--- src/rtl/core/lkvc_pkg.sv ---
package lkvc_pkg;

   localparam int MAX_ENTRIES = 16;
   localparam int IDX_W       = $clog2(MAX_ENTRIES);
   localparam int CNT_W       = $clog2(MAX_ENTRIES + 1);
   localparam int KEY_W       = 32;
   localparam int VAL_W       = 32;
   localparam int CAP_W       = 5;

   localparam logic [CAP_W-1:0] CAP_RESET  = CAP_W'(MAX_ENTRIES);
   localparam logic [VAL_W-1:0] MISS_VALUE = '1;

   typedef enum logic [1:0] {
      ST_IDLE,
      ST_SCAN,
      ST_UPDATE,
      ST_FINISH
   } state_type;

   typedef enum logic {
      REQ_GET = 1'b0,
      REQ_PUT = 1'b1
   } req_op_type;

   // one slot of the store: key, value and recency rank (0 = most recent)
   typedef struct packed {
      logic [KEY_W-1:0] key;
      logic [VAL_W-1:0] value;
      logic [IDX_W-1:0] rank;
   } entry_type;

   localparam int ENTRY_W = $bits(entry_type);

   // capacity zero acts as one, anything above the store size saturates
   function automatic logic [CNT_W-1:0] eff_cap(input logic [CAP_W-1:0] cap);
      if (cap == '0) begin
         return CNT_W'(1);
      end else if (cap > CAP_W'(MAX_ENTRIES)) begin
         return CNT_W'(MAX_ENTRIES);
      end else begin
         return CNT_W'(cap);
      end
   endfunction

endpackage

--- src/rtl/core/lkvc_if.sv ---
interface lkvc_req_if import lkvc_pkg::*; ();
   logic                    valid;
   logic                    ready;
   logic                    req_type;
   logic signed [KEY_W-1:0] key;
   logic signed [VAL_W-1:0] value;

   modport source (output valid, req_type, key, value, input ready);
   modport sink   (input valid, req_type, key, value, output ready);
endinterface

interface lkvc_rsp_if import lkvc_pkg::*; ();
   logic                    valid;
   logic                    ready;
   logic                    hit;
   logic signed [VAL_W-1:0] read_value;
   logic                    evicted;

   modport source (output valid, hit, read_value, evicted, input ready);
   modport sink   (input valid, hit, read_value, evicted, output ready);
endinterface

interface lkvc_csr_if import lkvc_pkg::*; ();
   logic             valid;
   logic             ready;
   logic [CAP_W-1:0] capacity;

   modport source (output valid, capacity, input ready);
   modport sink   (input valid, capacity, output ready);
endinterface

--- src/rtl/core/lkvc_ram.sv ---
module lkvc_ram #(
   parameter int WIDTH = 8,
   parameter int DEPTH = 16
) (
   input  logic                     clock,
   input  logic                     wr_en,
   input  logic [$clog2(DEPTH)-1:0] wr_addr,
   input  logic [WIDTH-1:0]         wr_data,
   input  logic                     rd_en,
   input  logic [$clog2(DEPTH)-1:0] rd_addr,
   output logic [WIDTH-1:0]         rd_data
);

   logic [WIDTH-1:0] mem_ff [DEPTH];
   logic [WIDTH-1:0] rd_data_ff;

   always_ff @(posedge clock) begin
      if (wr_en) begin
         mem_ff[wr_addr] <= wr_data;
      end
      if (rd_en) begin
         rd_data_ff <= mem_ff[rd_addr];
      end
   end

   assign rd_data = rd_data_ff;

endmodule

--- src/rtl/core/lru_key_value_cache.sv ---
// Fully associative key-value cache with least-recently-used replacement, up to
// 16 entries. Each request word is a get or a put of a signed 32-bit key; each
// gives exactly one response word: hit, the value read (the stored value on a get
// hit, -1 on a get miss, 0 on every put) and an evicted flag for a put miss that
// replaced the least recent entry. Keys, values and recency ranks live in one
// 16-deep RAM with a registered read. A request first sweeps the n occupied
// entries to find the key and the oldest entry, then, unless it is a get miss,
// sweeps them again to age the ranks and write the slot back, covering the new
// slot as well when a put appends. The RAM port carries one entry per cycle
// during both sweeps.
// One request is worked on at a time; the next is taken while a finished
// response still waits in the output register. The capacity register (reset 16,
// zero acts as one, above 16 acts as 16) may only be written while no request is
// in flight. Lowering it below the fill level evicts nothing at once: later put
// misses replace the least recent entry and the fill level stays.
module lru_key_value_cache import lkvc_pkg::*; (
   input logic         clock,
   input logic         reset,
   lkvc_csr_if.sink    csr_if,
   lkvc_req_if.sink    req_if,
   lkvc_rsp_if.source  rsp_if
);

   // control
   state_type        state_ff, state_in;
   logic [CAP_W-1:0] cap_ff;
   logic [CNT_W-1:0] occ_ff, occ_in;        // occupied slots are 0..occ-1
   logic [CNT_W-1:0] cnt_ff, cnt_in;        // sweep read address counter
   logic [CNT_W-1:0] lim_ff, lim_in;        // entries covered by this sweep
   logic             pend_ff, pend_in;      // RAM read data arrives this cycle
   logic [IDX_W-1:0] pidx_ff, pidx_in;      // address of that read data

   // request word held for the whole operation
   logic             put_ff;
   logic [KEY_W-1:0] key_ff;
   logic [VAL_W-1:0] val_ff;

   // scan results
   logic             found_ff, found_in;
   logic [IDX_W-1:0] slot_ff, slot_in;      // slot to promote
   logic [IDX_W-1:0] bound_ff, bound_in;    // ranks below this age by one
   logic [VAL_W-1:0] rdval_ff, rdval_in;
   logic [IDX_W-1:0] old_ff, old_in;        // least recent slot so far
   logic [IDX_W-1:0] old_rank_ff, old_rank_in;

   // response word waiting for the output register
   logic             res_hit_ff, res_hit_in;
   logic [VAL_W-1:0] res_val_ff, res_val_in;
   logic             res_ev_ff, res_ev_in;

   // output register
   logic             rsp_valid_ff, rsp_valid_in;
   logic             rsp_load;
   logic             rsp_hit_ff;
   logic [VAL_W-1:0] rsp_val_ff;
   logic             rsp_ev_ff;

   // RAM port
   logic               ram_wr_en;
   logic [IDX_W-1:0]   ram_wr_addr;
   entry_type          wr_entry;
   logic               ram_rd_en;
   logic [IDX_W-1:0]   ram_rd_addr;
   logic [ENTRY_W-1:0] ram_rd_data;
   entry_type          rd_entry;

   logic req_fire;
   logic sweep_done;
   logic key_hit;
   logic is_older;

   lkvc_ram #(
      .WIDTH (ENTRY_W),
      .DEPTH (MAX_ENTRIES)
   ) u_store (
      .clock   (clock),
      .wr_en   (ram_wr_en),
      .wr_addr (ram_wr_addr),
      .wr_data (ENTRY_W'(wr_entry)),
      .rd_en   (ram_rd_en),
      .rd_addr (ram_rd_addr),
      .rd_data (ram_rd_data)
   );

   assign rd_entry = entry_type'(ram_rd_data);

   assign req_fire   = req_if.valid & req_if.ready;
   assign sweep_done = (cnt_ff == lim_ff) && !pend_ff;

   // first match wins; ties on rank go to the higher slot, as a >= scan gives
   assign key_hit  = pend_ff && !found_ff && (rd_entry.key == key_ff);
   assign is_older = (pidx_ff == '0) || (rd_entry.rank >= old_rank_ff);

   // ------------------------------------------------------------------
   // next state
   // ------------------------------------------------------------------
   always_comb begin
      state_in = state_ff;
      unique case (state_ff)
         ST_IDLE: begin
            if (req_fire) begin
               state_in = ST_SCAN;
            end
         end
         ST_SCAN: begin
            if (sweep_done) begin
               // a get miss changes nothing in the store
               if (!put_ff && !found_ff) begin
                  state_in = ST_FINISH;
               end else begin
                  state_in = ST_UPDATE;
               end
            end
         end
         ST_UPDATE: begin
            if (sweep_done) begin
               state_in = ST_FINISH;
            end
         end
         ST_FINISH: begin
            if (!rsp_valid_ff || rsp_if.ready) begin
               state_in = ST_IDLE;
            end
         end
         default: begin
            state_in = ST_IDLE;
         end
      endcase
   end

   // ------------------------------------------------------------------
   // datapath and RAM control
   // ------------------------------------------------------------------
   always_comb begin
      occ_in       = occ_ff;
      cnt_in       = cnt_ff;
      lim_in       = lim_ff;
      pend_in      = 1'b0;
      pidx_in      = pidx_ff;
      found_in     = found_ff;
      slot_in      = slot_ff;
      bound_in     = bound_ff;
      rdval_in     = rdval_ff;
      old_in       = old_ff;
      old_rank_in  = old_rank_ff;
      res_hit_in   = res_hit_ff;
      res_val_in   = res_val_ff;
      res_ev_in    = res_ev_ff;
      rsp_load     = 1'b0;
      rsp_valid_in = rsp_valid_ff && !rsp_if.ready;
      ram_rd_en    = 1'b0;
      ram_rd_addr  = cnt_ff[IDX_W-1:0];
      ram_wr_en    = 1'b0;
      ram_wr_addr  = pidx_ff;
      wr_entry     = rd_entry;

      // both sweeps issue one read per cycle until the limit
      if ((state_ff == ST_SCAN || state_ff == ST_UPDATE) && (cnt_ff < lim_ff)) begin
         ram_rd_en = 1'b1;
         cnt_in    = cnt_ff + CNT_W'(1);
         pend_in   = 1'b1;
         pidx_in   = cnt_ff[IDX_W-1:0];
      end

      unique case (state_ff)
         ST_IDLE: begin
            if (req_fire) begin
               lim_in      = occ_ff;
               cnt_in      = '0;
               found_in    = 1'b0;
               old_in      = '0;
               old_rank_in = '0;
            end
         end
         ST_SCAN: begin
            if (key_hit) begin
               found_in = 1'b1;
               slot_in  = pidx_ff;
               bound_in = rd_entry.rank;
               rdval_in = rd_entry.value;
            end
            if (pend_ff && is_older) begin
               old_in      = pidx_ff;
               old_rank_in = rd_entry.rank;
            end
            if (sweep_done) begin
               cnt_in     = '0;
               lim_in     = occ_ff;
               res_hit_in = 1'b0;
               res_val_in = '0;
               res_ev_in  = 1'b0;
               if (found_ff) begin
                  res_hit_in = 1'b1;
                  res_val_in = put_ff ? '0 : rdval_ff;
               end else if (!put_ff) begin
                  res_val_in = MISS_VALUE;
               end else if (occ_ff >= eff_cap(cap_ff)) begin
                  // full: reuse the least recent slot
                  slot_in   = old_ff;
                  bound_in  = old_rank_ff;
                  res_ev_in = 1'b1;
               end else begin
                  // append at the end; everything already present ages
                  slot_in  = occ_ff[IDX_W-1:0];
                  bound_in = occ_ff[IDX_W-1:0];
                  occ_in   = occ_ff + CNT_W'(1);
                  lim_in   = occ_ff + CNT_W'(1);
               end
            end
         end
         ST_UPDATE: begin
            // read-modify-write one entry per cycle, one address behind the reads
            if (pend_ff) begin
               ram_wr_en = 1'b1;
               if (pidx_ff == slot_ff) begin
                  wr_entry.key   = key_ff;
                  wr_entry.value = put_ff ? val_ff : rd_entry.value;
                  wr_entry.rank  = '0;
               end else if (rd_entry.rank < bound_ff) begin
                  wr_entry.rank = rd_entry.rank + IDX_W'(1);
               end
            end
         end
         ST_FINISH: begin
            if (!rsp_valid_ff || rsp_if.ready) begin
               rsp_load     = 1'b1;
               rsp_valid_in = 1'b1;
            end
         end
         default: begin
         end
      endcase
   end

   // ------------------------------------------------------------------
   // registers
   // ------------------------------------------------------------------
   always_ff @(posedge clock) begin
      if (reset) begin
         state_ff     <= ST_IDLE;
         cap_ff       <= CAP_RESET;
         occ_ff       <= '0;
         pend_ff      <= 1'b0;
         rsp_valid_ff <= 1'b0;
      end else begin
         state_ff     <= state_in;
         occ_ff       <= occ_in;
         pend_ff      <= pend_in;
         rsp_valid_ff <= rsp_valid_in;
         if (csr_if.valid && csr_if.ready) begin
            cap_ff <= csr_if.capacity;
         end
      end
   end

   always_ff @(posedge clock) begin
      cnt_ff      <= cnt_in;
      lim_ff      <= lim_in;
      pidx_ff     <= pidx_in;
      found_ff    <= found_in;
      slot_ff     <= slot_in;
      bound_ff    <= bound_in;
      rdval_ff    <= rdval_in;
      old_ff      <= old_in;
      old_rank_ff <= old_rank_in;
      res_hit_ff  <= res_hit_in;
      res_val_ff  <= res_val_in;
      res_ev_ff   <= res_ev_in;
      if (req_fire) begin
         put_ff <= (req_if.req_type == REQ_PUT);
         key_ff <= req_if.key;
         val_ff <= req_if.value;
      end
      if (rsp_load) begin
         rsp_hit_ff <= res_hit_ff;
         rsp_val_ff <= res_val_ff;
         rsp_ev_ff  <= res_ev_ff;
      end
   end

   // ports
   assign csr_if.ready      = 1'b1;
   assign req_if.ready      = (state_ff == ST_IDLE);
   assign rsp_if.valid      = rsp_valid_ff;
   assign rsp_if.hit        = rsp_hit_ff;
   assign rsp_if.read_value = rsp_val_ff;
   assign rsp_if.evicted    = rsp_ev_ff;

   // ------------------------------------------------------------------
   // assertions
   // ------------------------------------------------------------------
   a_occ_range: assert property (@(posedge clock) disable iff (reset)
      occ_ff <= CNT_W'(MAX_ENTRIES))
      else $error("fill level beyond store size");

   a_occ_step: assert property (@(posedge clock) disable iff (reset)
      (!$past(reset) && (occ_ff != $past(occ_ff))) |-> (occ_ff == $past(occ_ff) + CNT_W'(1)))
      else $error("fill level changed by other than one insert");

   a_write_in_update: assert property (@(posedge clock) disable iff (reset)
      (state_ff != ST_UPDATE) |-> !ram_wr_en)
      else $error("store written outside the update sweep");

   a_slot_covered: assert property (@(posedge clock) disable iff (reset)
      (state_ff == ST_UPDATE) |-> (CNT_W'(slot_ff) < lim_ff))
      else $error("promoted slot outside the update sweep");

   a_rsp_from_finish: assert property (@(posedge clock) disable iff (reset)
      $rose(rsp_valid_ff) |-> ($past(state_ff) == ST_FINISH))
      else $error("response word loaded outside finish");

endmodule
--- src/flat_wrapper.sv ---
// flat-port wrapper written by rule: the top's interface ports become plain ports
module lru_key_value_cache_flat import lkvc_pkg::*;
  (clock, reset, csr_if_valid, csr_if_capacity, csr_if_ready, req_if_valid, req_if_req_type, req_if_key, req_if_value, req_if_ready, rsp_if_valid, rsp_if_hit, rsp_if_read_value, rsp_if_evicted, rsp_if_ready);
  lkvc_csr_if csr_if_i ();
  lkvc_req_if req_if_i ();
  lkvc_rsp_if rsp_if_i ();
  input logic clock;
  input logic reset;
  input wire logic [$bits(csr_if_i.valid)-1:0] csr_if_valid;
  input wire logic [$bits(csr_if_i.capacity)-1:0] csr_if_capacity;
  output wire logic [$bits(csr_if_i.ready)-1:0] csr_if_ready;
  input wire logic [$bits(req_if_i.valid)-1:0] req_if_valid;
  input wire logic [$bits(req_if_i.req_type)-1:0] req_if_req_type;
  input wire logic [$bits(req_if_i.key)-1:0] req_if_key;
  input wire logic [$bits(req_if_i.value)-1:0] req_if_value;
  output wire logic [$bits(req_if_i.ready)-1:0] req_if_ready;
  output wire logic [$bits(rsp_if_i.valid)-1:0] rsp_if_valid;
  output wire logic [$bits(rsp_if_i.hit)-1:0] rsp_if_hit;
  output wire logic [$bits(rsp_if_i.read_value)-1:0] rsp_if_read_value;
  output wire logic [$bits(rsp_if_i.evicted)-1:0] rsp_if_evicted;
  input wire logic [$bits(rsp_if_i.ready)-1:0] rsp_if_ready;
  assign csr_if_i.valid = csr_if_valid;
  assign csr_if_i.capacity = csr_if_capacity;
  assign csr_if_ready = csr_if_i.ready;
  assign req_if_i.valid = req_if_valid;
  assign req_if_i.req_type = req_if_req_type;
  assign req_if_i.key = req_if_key;
  assign req_if_i.value = req_if_value;
  assign req_if_ready = req_if_i.ready;
  assign rsp_if_valid = rsp_if_i.valid;
  assign rsp_if_hit = rsp_if_i.hit;
  assign rsp_if_read_value = rsp_if_i.read_value;
  assign rsp_if_evicted = rsp_if_i.evicted;
  assign rsp_if_i.ready = rsp_if_ready;
  lru_key_value_cache u_core (.clock(clock), .reset(reset), .csr_if(csr_if_i), .req_if(req_if_i), .rsp_if(rsp_if_i));
endmodule
--- config.mk ---
export PLATFORM = sky130hd
export DESIGN_NAME = lru_key_value_cache_flat
export DESIGN_NICKNAME = d
export VERILOG_FILES = /design/src/rtl/core/lkvc_pkg.sv /design/src/rtl/core/lkvc_if.sv /design/src/rtl/core/lkvc_ram.sv /design/src/rtl/core/lru_key_value_cache.sv /design/src/flat_wrapper.sv
export SDC_FILE = /design/constraint.sdc
export NUM_CORES = 1
export LEC_CHECK = 0
export ABC_AREA = 0
export BUFFER_PORTS_ARGS = -buffer_cell sky130_fd_sc_hd__clkbuf_2
export CAP_MARGIN = 30
export CORE_MARGIN = 2
export CORE_UTILIZATION = 40
export CTS_CLUSTER_SIZE = 16
export DETAILED_ROUTE_END_ITERATION = 8
export MAX_ROUTING_LAYER = met4
export PLACE_DENSITY = 0.58
export SYNTH_ARGS = -nofsm -noshare
export SYNTH_HDL_FRONTEND = slang
export SYNTH_HIERARCHICAL = 1
export SYNTH_SLANG_ARGS = --single-unit
export TNS_END_PERCENT = 20
--- constraint.sdc ---
create_clock -name clock -period 7.6 [get_ports clock]
set_clock_uncertainty 0.15 [all_clocks]
set_input_delay 0.76 -clock clock [delete_from_list [all_inputs] [get_ports clock]]
set_output_delay 0.76 -clock clock [all_outputs]
set_load 0.02 [all_outputs]
# Word-level counts from Yosys, hierarchy flattened
# Memory sizes are Yosys's and may differ from the RTL's. A register that Yosys moved wholly into a read port is not among the register bits.
# Index checks and enable logic that the tools add are counted.
[totals] inputBits=75 mem_bits_rw=1088 out_inout_bits=37 n_memories=1 register_bits=210
[memory_table] memory="u_core.u_store.mem_ff" words=16 word_bits=68 read_ports=1 rd_ports_with_merged_regs=1 write_ports=1 line="lkvc_ram.sv:14" text="logic [WIDTH-1:0] mem_ff [DEPTH];"
[op_classes] n_eq_ne=12 muxes=60 order_cmp=5 add_sub_neg=3 bitwise=2 n_reduce_logical=26
[ops] cell="68-bit two-way mux" count=2
[ops] cell="32-bit two-way mux" count=4
[ops] cell="5-bit two-way mux" count=14
[ops] cell="64-bit two-way mux" count=1
[ops] cell="4-bit two-way mux" count=15
[ops] cell="32-bit == test" count=1
[ops] cell="5-bit one-hot mux with 2 select lines" count=2
[ops] cell="4-bit one-hot mux with 2 select lines" count=2
[ops] cell="1-bit two-way mux" count=14
[ops] cell="5-bit by 1-bit adder with 5-bit output, second input constant" count=2
[ops] cell="3-bit AND reduction" count=3
[ops] cell="2-bit two-way mux" count=4
[ops] cell="2-bit by 1-bit inequality test with 1-bit output, second input constant" count=4
[ops] cell="2-bit one-hot mux with 4 select lines" count=1
[ops] cell="1-bit logical AND" count=7
[ops] cell="5-bit == test" count=1
[ops] cell="5-bit greater-or-equal comparator" count=1
[ops] cell="5-bit greater-than comparator, second input constant" count=1
[ops] cell="1-bit zero test" count=5
[ops] cell="5-bit zero test" count=1
[ops] cell="5-bit less-than comparator" count=1
[ops] cell="4-bit by 1-bit adder with 4-bit output, second input constant" count=1
[ops] cell="2-bit == test, second input constant" count=2
[ops] cell="4-bit == test" count=1
[ops] cell="14 further kinds" count=18

# Longest topological paths before layout
[depth] depth_word=13 depth_mapped=11 ltp_nobuf=10

# Modules after synthesis
# The synthesis kept the hierarchy.
[by_module_without_submodules] mod="lkvc_ram" n_inst=1 cells_per_inst=1750 seq_area_each_um2=34713.3 area_per_inst_um2=42660.9
[by_module_without_submodules] mod="lru_key_value_cache" n_inst=1 cells_per_inst=620 seq_area_each_um2=6115.9 area_per_inst_um2=9017.4

# Worst setup path before layout
# Ideal clock, no wire load.
[synth_timing] path_kind="register to register" start="register u_core.state_ff[0]" end="memory u_core/u_store/mem_ff[0][0] in the netlist's numbering, enable pin" slack_ns=1.011 arrival_time_ns=5.862 setup_time_ns=0.578 stages_incl_launch_ff=7 path_cell_list="dfxtp_1 -> inv_1 -> ha_1 -> nand2_1 -> inv_1 -> or3b_2 -> nor3_1"
[synth_via] elab_chain_len=4
[synth_rtl] element="start, declared" line="lru_key_value_cache.sv:25" text="state_type state_ff, state_in;"
[synth_rtl] element="start signal, assigned" line="lru_key_value_cache.sv:246" text="state_ff <= state_in;"
[synth_rtl] element="2-bit == test" line="lru_key_value_cache.sv:165" text="unique case (state_ff)"
[synth_rtl] element="1-bit two-way mux" line="lru_key_value_cache.sv:165"
[synth_rtl] element="via u_core.ram_wr_en" line="lru_key_value_cache.sv:59" text="logic ram_wr_en;"
[synth_rtl] element="1-bit two-way mux" line="lkvc_ram.sv:18" text="if (wr_en) begin"
[synth_rtl] element="1-bit two-way mux (implied by the code)" line="lkvc_ram.sv:19" text="mem_ff[wr_addr] <= wr_data;"
[synth_rtl] element="end, declared" line="lkvc_ram.sv:14"
# The timed path passes the listed nets, and every way through them passes these cells.

# Final worst setup path
[layout_timing] start="register u_core.key_ff[3]" end="register u_core.rdval_ff[18], enable pin"
[layout_via] elab_chain_len=3
[layout_rtl] element="start, declared" line="lru_key_value_cache.sv:35" text="logic [KEY_W-1:0] key_ff;"
[layout_rtl] element="start signal, assigned" line="lru_key_value_cache.sv:271" text="key_ff <= req_if.key;"
[layout_rtl] element="32-bit == test" line="lru_key_value_cache.sv:91" text="assign key_hit = pend_ff && !found_ff && (rd_entry.key == key_ff);"
[layout_rtl] element="1-bit logical AND" line="lru_key_value_cache.sv:91"
[layout_rtl] element="2-bit AND reduction (no line)"
[layout_rtl] element="end signal, assigned" line="lru_key_value_cache.sv:263" text="rdval_ff <= rdval_in;"
[layout_rtl] element="end, declared" line="lru_key_value_cache.sv:42" text="logic [VAL_W-1:0] rdval_ff, rdval_in;"
# No other way between the ends.
# A chain may end at the register's enable or synchronous reset.

==> run summary <==
## Status
* **run status** completed

## Clock network
* **CTS Buffer Depth** 3
* **Clock H-tree levels** 4
* **clock input transition at the sequential cells of the worst setup and hold paths** 0.06 ns
* **TritonCTS clock tree** built
* **total CTS buffers** 143
* **CTS sink cnt** 1366
* **library cell used as clock root buffer** sky130_fd_sc_hd__clkbuf_16
* **worst-skew pair later-pin latency** 0.77 ns

## STA
* **unrepaired setup endpoints after global routing** no
* **number of failing hold endpoints at the final stage** 0
* **worst slew margin relative to its limit** 0.252
* **minimum clock period** 4.00 ns
* **Final Setup Violations** 0
* **final setup slack of the worst path** 3.60 ns
* **Max Clk Rate** 250 MHz
* **period utilization** 0.526
* **setup tns final** 0 ns
* **final count of pins violating max slew** 0
* **measured slew at the worst slew-check pin** 1.12 ns

## Die
* **die width** 363 um
* **chip height** 363 um
* **Cell Rows** 131
* **IO Count** 112
* **overall die area** 132000 um^2
* **Initial Utilization** 0.404
* **Core Region** 128000 um^2

## Worst setup path
* **Crit Path Class** reg -> reg
* **Critical Path Source** u_core/key_ff[3]$_DFFE_PP_
* **endpoint of the lowest-slack register-to-register path** u_core/rdval_ff[18]$_DFFE_PP_
* **CP max FO** 32
* **worst reg2reg startpoint** u_core/key_ff[3]$_DFFE_PP_
* **startpoint class of the critical path** register
* **worst reg2reg path depth** 7
* **element type at the critical path end** register
* **worst reg-to-reg setup slack** 3.60 ns
* **Worst Path Arrival** 4.23 ns
* **Data required, critical path** 7.83 ns

## Yosys
* **net count after synthesis** 2469
* **sequential element share of the synthesized area** 0.790
* **number of instances in the synthesized netlist** 2370
* **synthesized flop and latch total** 1366
* **Synth warnings** 6
* **cell type with the largest total area after synthesis** sky130_fd_sc_hd__edfxtp_1
* **average cell area after synthesis** 21.8 um^2
* **Post-Synthesis Cell Area** 51700 um^2
* **top post-synthesis cells by area** sky130_fd_sc_hd__edfxtp_1 78%, sky130_fd_sc_hd__mux4_2 12%, sky130_fd_sc_hd__a22oi_1 2.0%
* **count of unique library cells instantiated by Yosys** 46
* **fraction of synthesized cell area taken by the top area cell type** 0.783

## Pwr
* **clock group share of total power** 0.330
* **total power density per cell area** 342 nW/um^2
* **peak ir drop on the vdd network** 273 uV
* **Total Power** 20.3 mW
* **switching fraction of total power** 0.266
* **logic gate share of total power** 0.169
* **standby leakage power** 18.9 nW
* **Pint** 14.9 mW
* **share of total power in sequential cells** 0.502
* **power dissipated by switching net loads** 5.41 mW

## GRT
* **number of global-route vias before repair** 25.4k
* **GRT Residual Overflow** 0
* **pin count of the biggest net entering global routing** 162
* **overall routing resource usage** 0.192
* **antenna violations before repair** 3
* **wire length of the first global-routing pass** 177000 um

## Min path
* **cell depth of the worst hold path** 1
* **type of the tightest min-delay check** in -> reg
* **terminating pin of the worst hold path** u_core/key_ff[30]$_DFFE_PP_
* **hold_sp** req_if_key[30]

## Placed design
* **Port Buf Inserts** 110
* **DPL Wire Length** 61000 um
* **Final Wtd Congestion** 0.793
* **post-placement worst setup slack** 3.71 ns
* **number of placed instances with taps included** 4090

## Flow run
* **max capacitance violation total** 0

## Drt
* **violation count after the first detailed-routing iteration** 2624
* **count of unresolved DRC violations after routing** 0
* **total wire length after detailed routing** 122000 um
* **number of vias after detailed routing** 24.5k
* **Avg Vias per Cell** 5.59
* **residual antenna-violating net count after detailed routing** 0
* **routed wirelength normalized by instance count** 27.8 um
* **number of search-and-repair iterations in the first detailed-routing pass** 5

## Cells and area
* **fraction of final layout cells with drive strength greater than 1** 0.271
* **Syn-to-layout area delta** 15.0%
* **commonest non-fill, non-tap cells in the layout** 1347 x sky130_fd_sc_hd__edfxtp_1, 272 x sky130_fd_sc_hd__mux4_2, 143 x sky130_fd_sc_hd__clkbuf_16
* **nets** 2711
* **antenna diode instance count** 0
* **Cell Count, Final, Fillers Out** 4384
* **post-layout utilization of the core** 0.465
* **leading cell type in the layout, fill and taps excluded** sky130_fd_sc_hd__edfxtp_1

==> metal layers <==
layer / GRT usage / vias up / routed length [um]
met4: 0.0474 / 0 / 2210
met3: 0.0293 / 188 / 6920
li1: - / 10290 / -
met5: - / - / 0
met1: 0.256 / 13196 / 52100
met2: 0.312 / 837 / 60800
==> worst max-delay path, cell delays in order (launching register included) <==
cell	delay, ns
sky130_fd_sc_hd__edfxtp_1	0.41
sky130_fd_sc_hd__xor2_1	0.19
sky130_fd_sc_hd__nor4_1	0.58
sky130_fd_sc_hd__nand2_1	0.18
sky130_fd_sc_hd__or3_1	0.37
sky130_fd_sc_hd__nor4_2	0.88
sky130_fd_sc_hd__and2_2	0.27
sky130_fd_sc_hd__buf_4	0.55
==> through the flow <==
stage               hold slack, ns  instance area (um^2)
global placement             0.251                 54400
CTS                        0.00807                 59400
floorplan                    0.250                 51700
global route                0.0183                 59400
finish                      0.0550                 59400
detailed placement           0.256                 54500
==> layout make-up <==
class / instances / area, um^2
fill: 10544 / 68400
sequential: 1366 / 40800
multi-input combinational: 832 / 10300
clock buffer: 177 / 3730
tap: 1662 / 2080
timing repair buffer: 212 / 1500
clock inverter: 78 / 763
inverter: 57 / 214
==> power by group through the flow <==
stage	combinational, mW	sequential [mW]	clock (mW)
after floorplan	2.38	10.2	0
after global placement	3.21	10.3	0
after detailed placement	3.42	10.3	0
after CTS	3.44	10.2	6.84
after global routing	3.73	10.2	7.14
final	3.42	10.2	6.71
==> cell usage after synthesis (all sizes together) <==
cell    number
mux2i       17
clkbuf      70
nand2       83
o211ai       1
nand3b       2
o31ai        1
a21o         7
nand4        6
and3         8
or3b         3
or3          2
mux2        66
nand3        5
ha          24
nand2b       8
a211oi       2
nand4b       2
a22oi      136
dfxtp       19
nor2        50
xor2        27
nor3         6
a211o        7
mux4       272
nor2b        7
conb         1
edfxtp    1347
and2        10
buf         45
o21ai        5
a21oi       39
or4          1
a31oi        1
nor4        10
inv         56
xnor2       20
a221oi       3
clkinv       1
==> kinds of logic (layout without fill, tap and decap cells) <==
group | Yosys count | after routing | share of synthesized area
other | 1 | 1 | 0.0000726
XOR/XNOR | 47 | 47 | 0.00797
AO/OA/AOI/OAI | 202 | 202 | 0.0275
multiplexers | 355 | 355 | 0.136
flip-flops | 1366 | 1366 | 0.790
adder cells (fa/ha/maj) | 24 | 24 | 0.00581
AND/OR/NAND/NOR | 203 | 203 | 0.0183
buffers and inverters | 172 | 524 | 0.0140
==> worst max-delay path by stage <==
stage / end / slack (ns) / cells past startpoint
2_1_floorplan: u_core/u_store/mem_ff[0][0]$_DFFE_PP_ / 1.01 / 6
3_3_place_gp: u_core/rdval_ff[24]$_DFFE_PP_ / 3.75 / 7
3_5_place_dp: u_core/rdval_ff[24]$_DFFE_PP_ / 3.71 / 7
4_1_cts: u_core/rdval_ff[13]$_DFFE_PP_ / 3.68 / 7
5_1_grt: u_core/rdval_ff[18]$_DFFE_PP_ / 3.50 / 7
6_report: u_core/rdval_ff[18]$_DFFE_PP_ / 3.60 / 7
==> registers in the layout, summed over array words and instances (netlist names), 2 cells and up <==
name,cells
u_core/rdval_ff,32
u_core/bound_ff,4
u_core/key_ff,32
u_core/cnt_ff,5
u_core/cap_ff,5
u_core/val_ff,32
u_core/occ_ff,5
u_core/u_store/mem_ff,1088
u_core/old_ff,4
u_core/slot_ff,4
u_core/pidx_ff,4
u_core/old_rank_ff,4
u_core/u_store/rd_data,68
u_core/res_val_ff,32
u_core/state_ff,2
u_core/lim_ff,5
u_core/rsp_if.read_value,32
==> timing repair <==
| action | 4_1_cts | 5_1_grt |
|---|---|---|
| hold buffers | 37 | 0 |
| buffers inserted | 0 | 0 |
| endpoints found under the setup margin | 0 | 0 |
| resized for setup | 0 | 0 |
| hold endpoints to repair | 37 | 0 |
No activity file was read; power rests on OpenSTA's default activity.
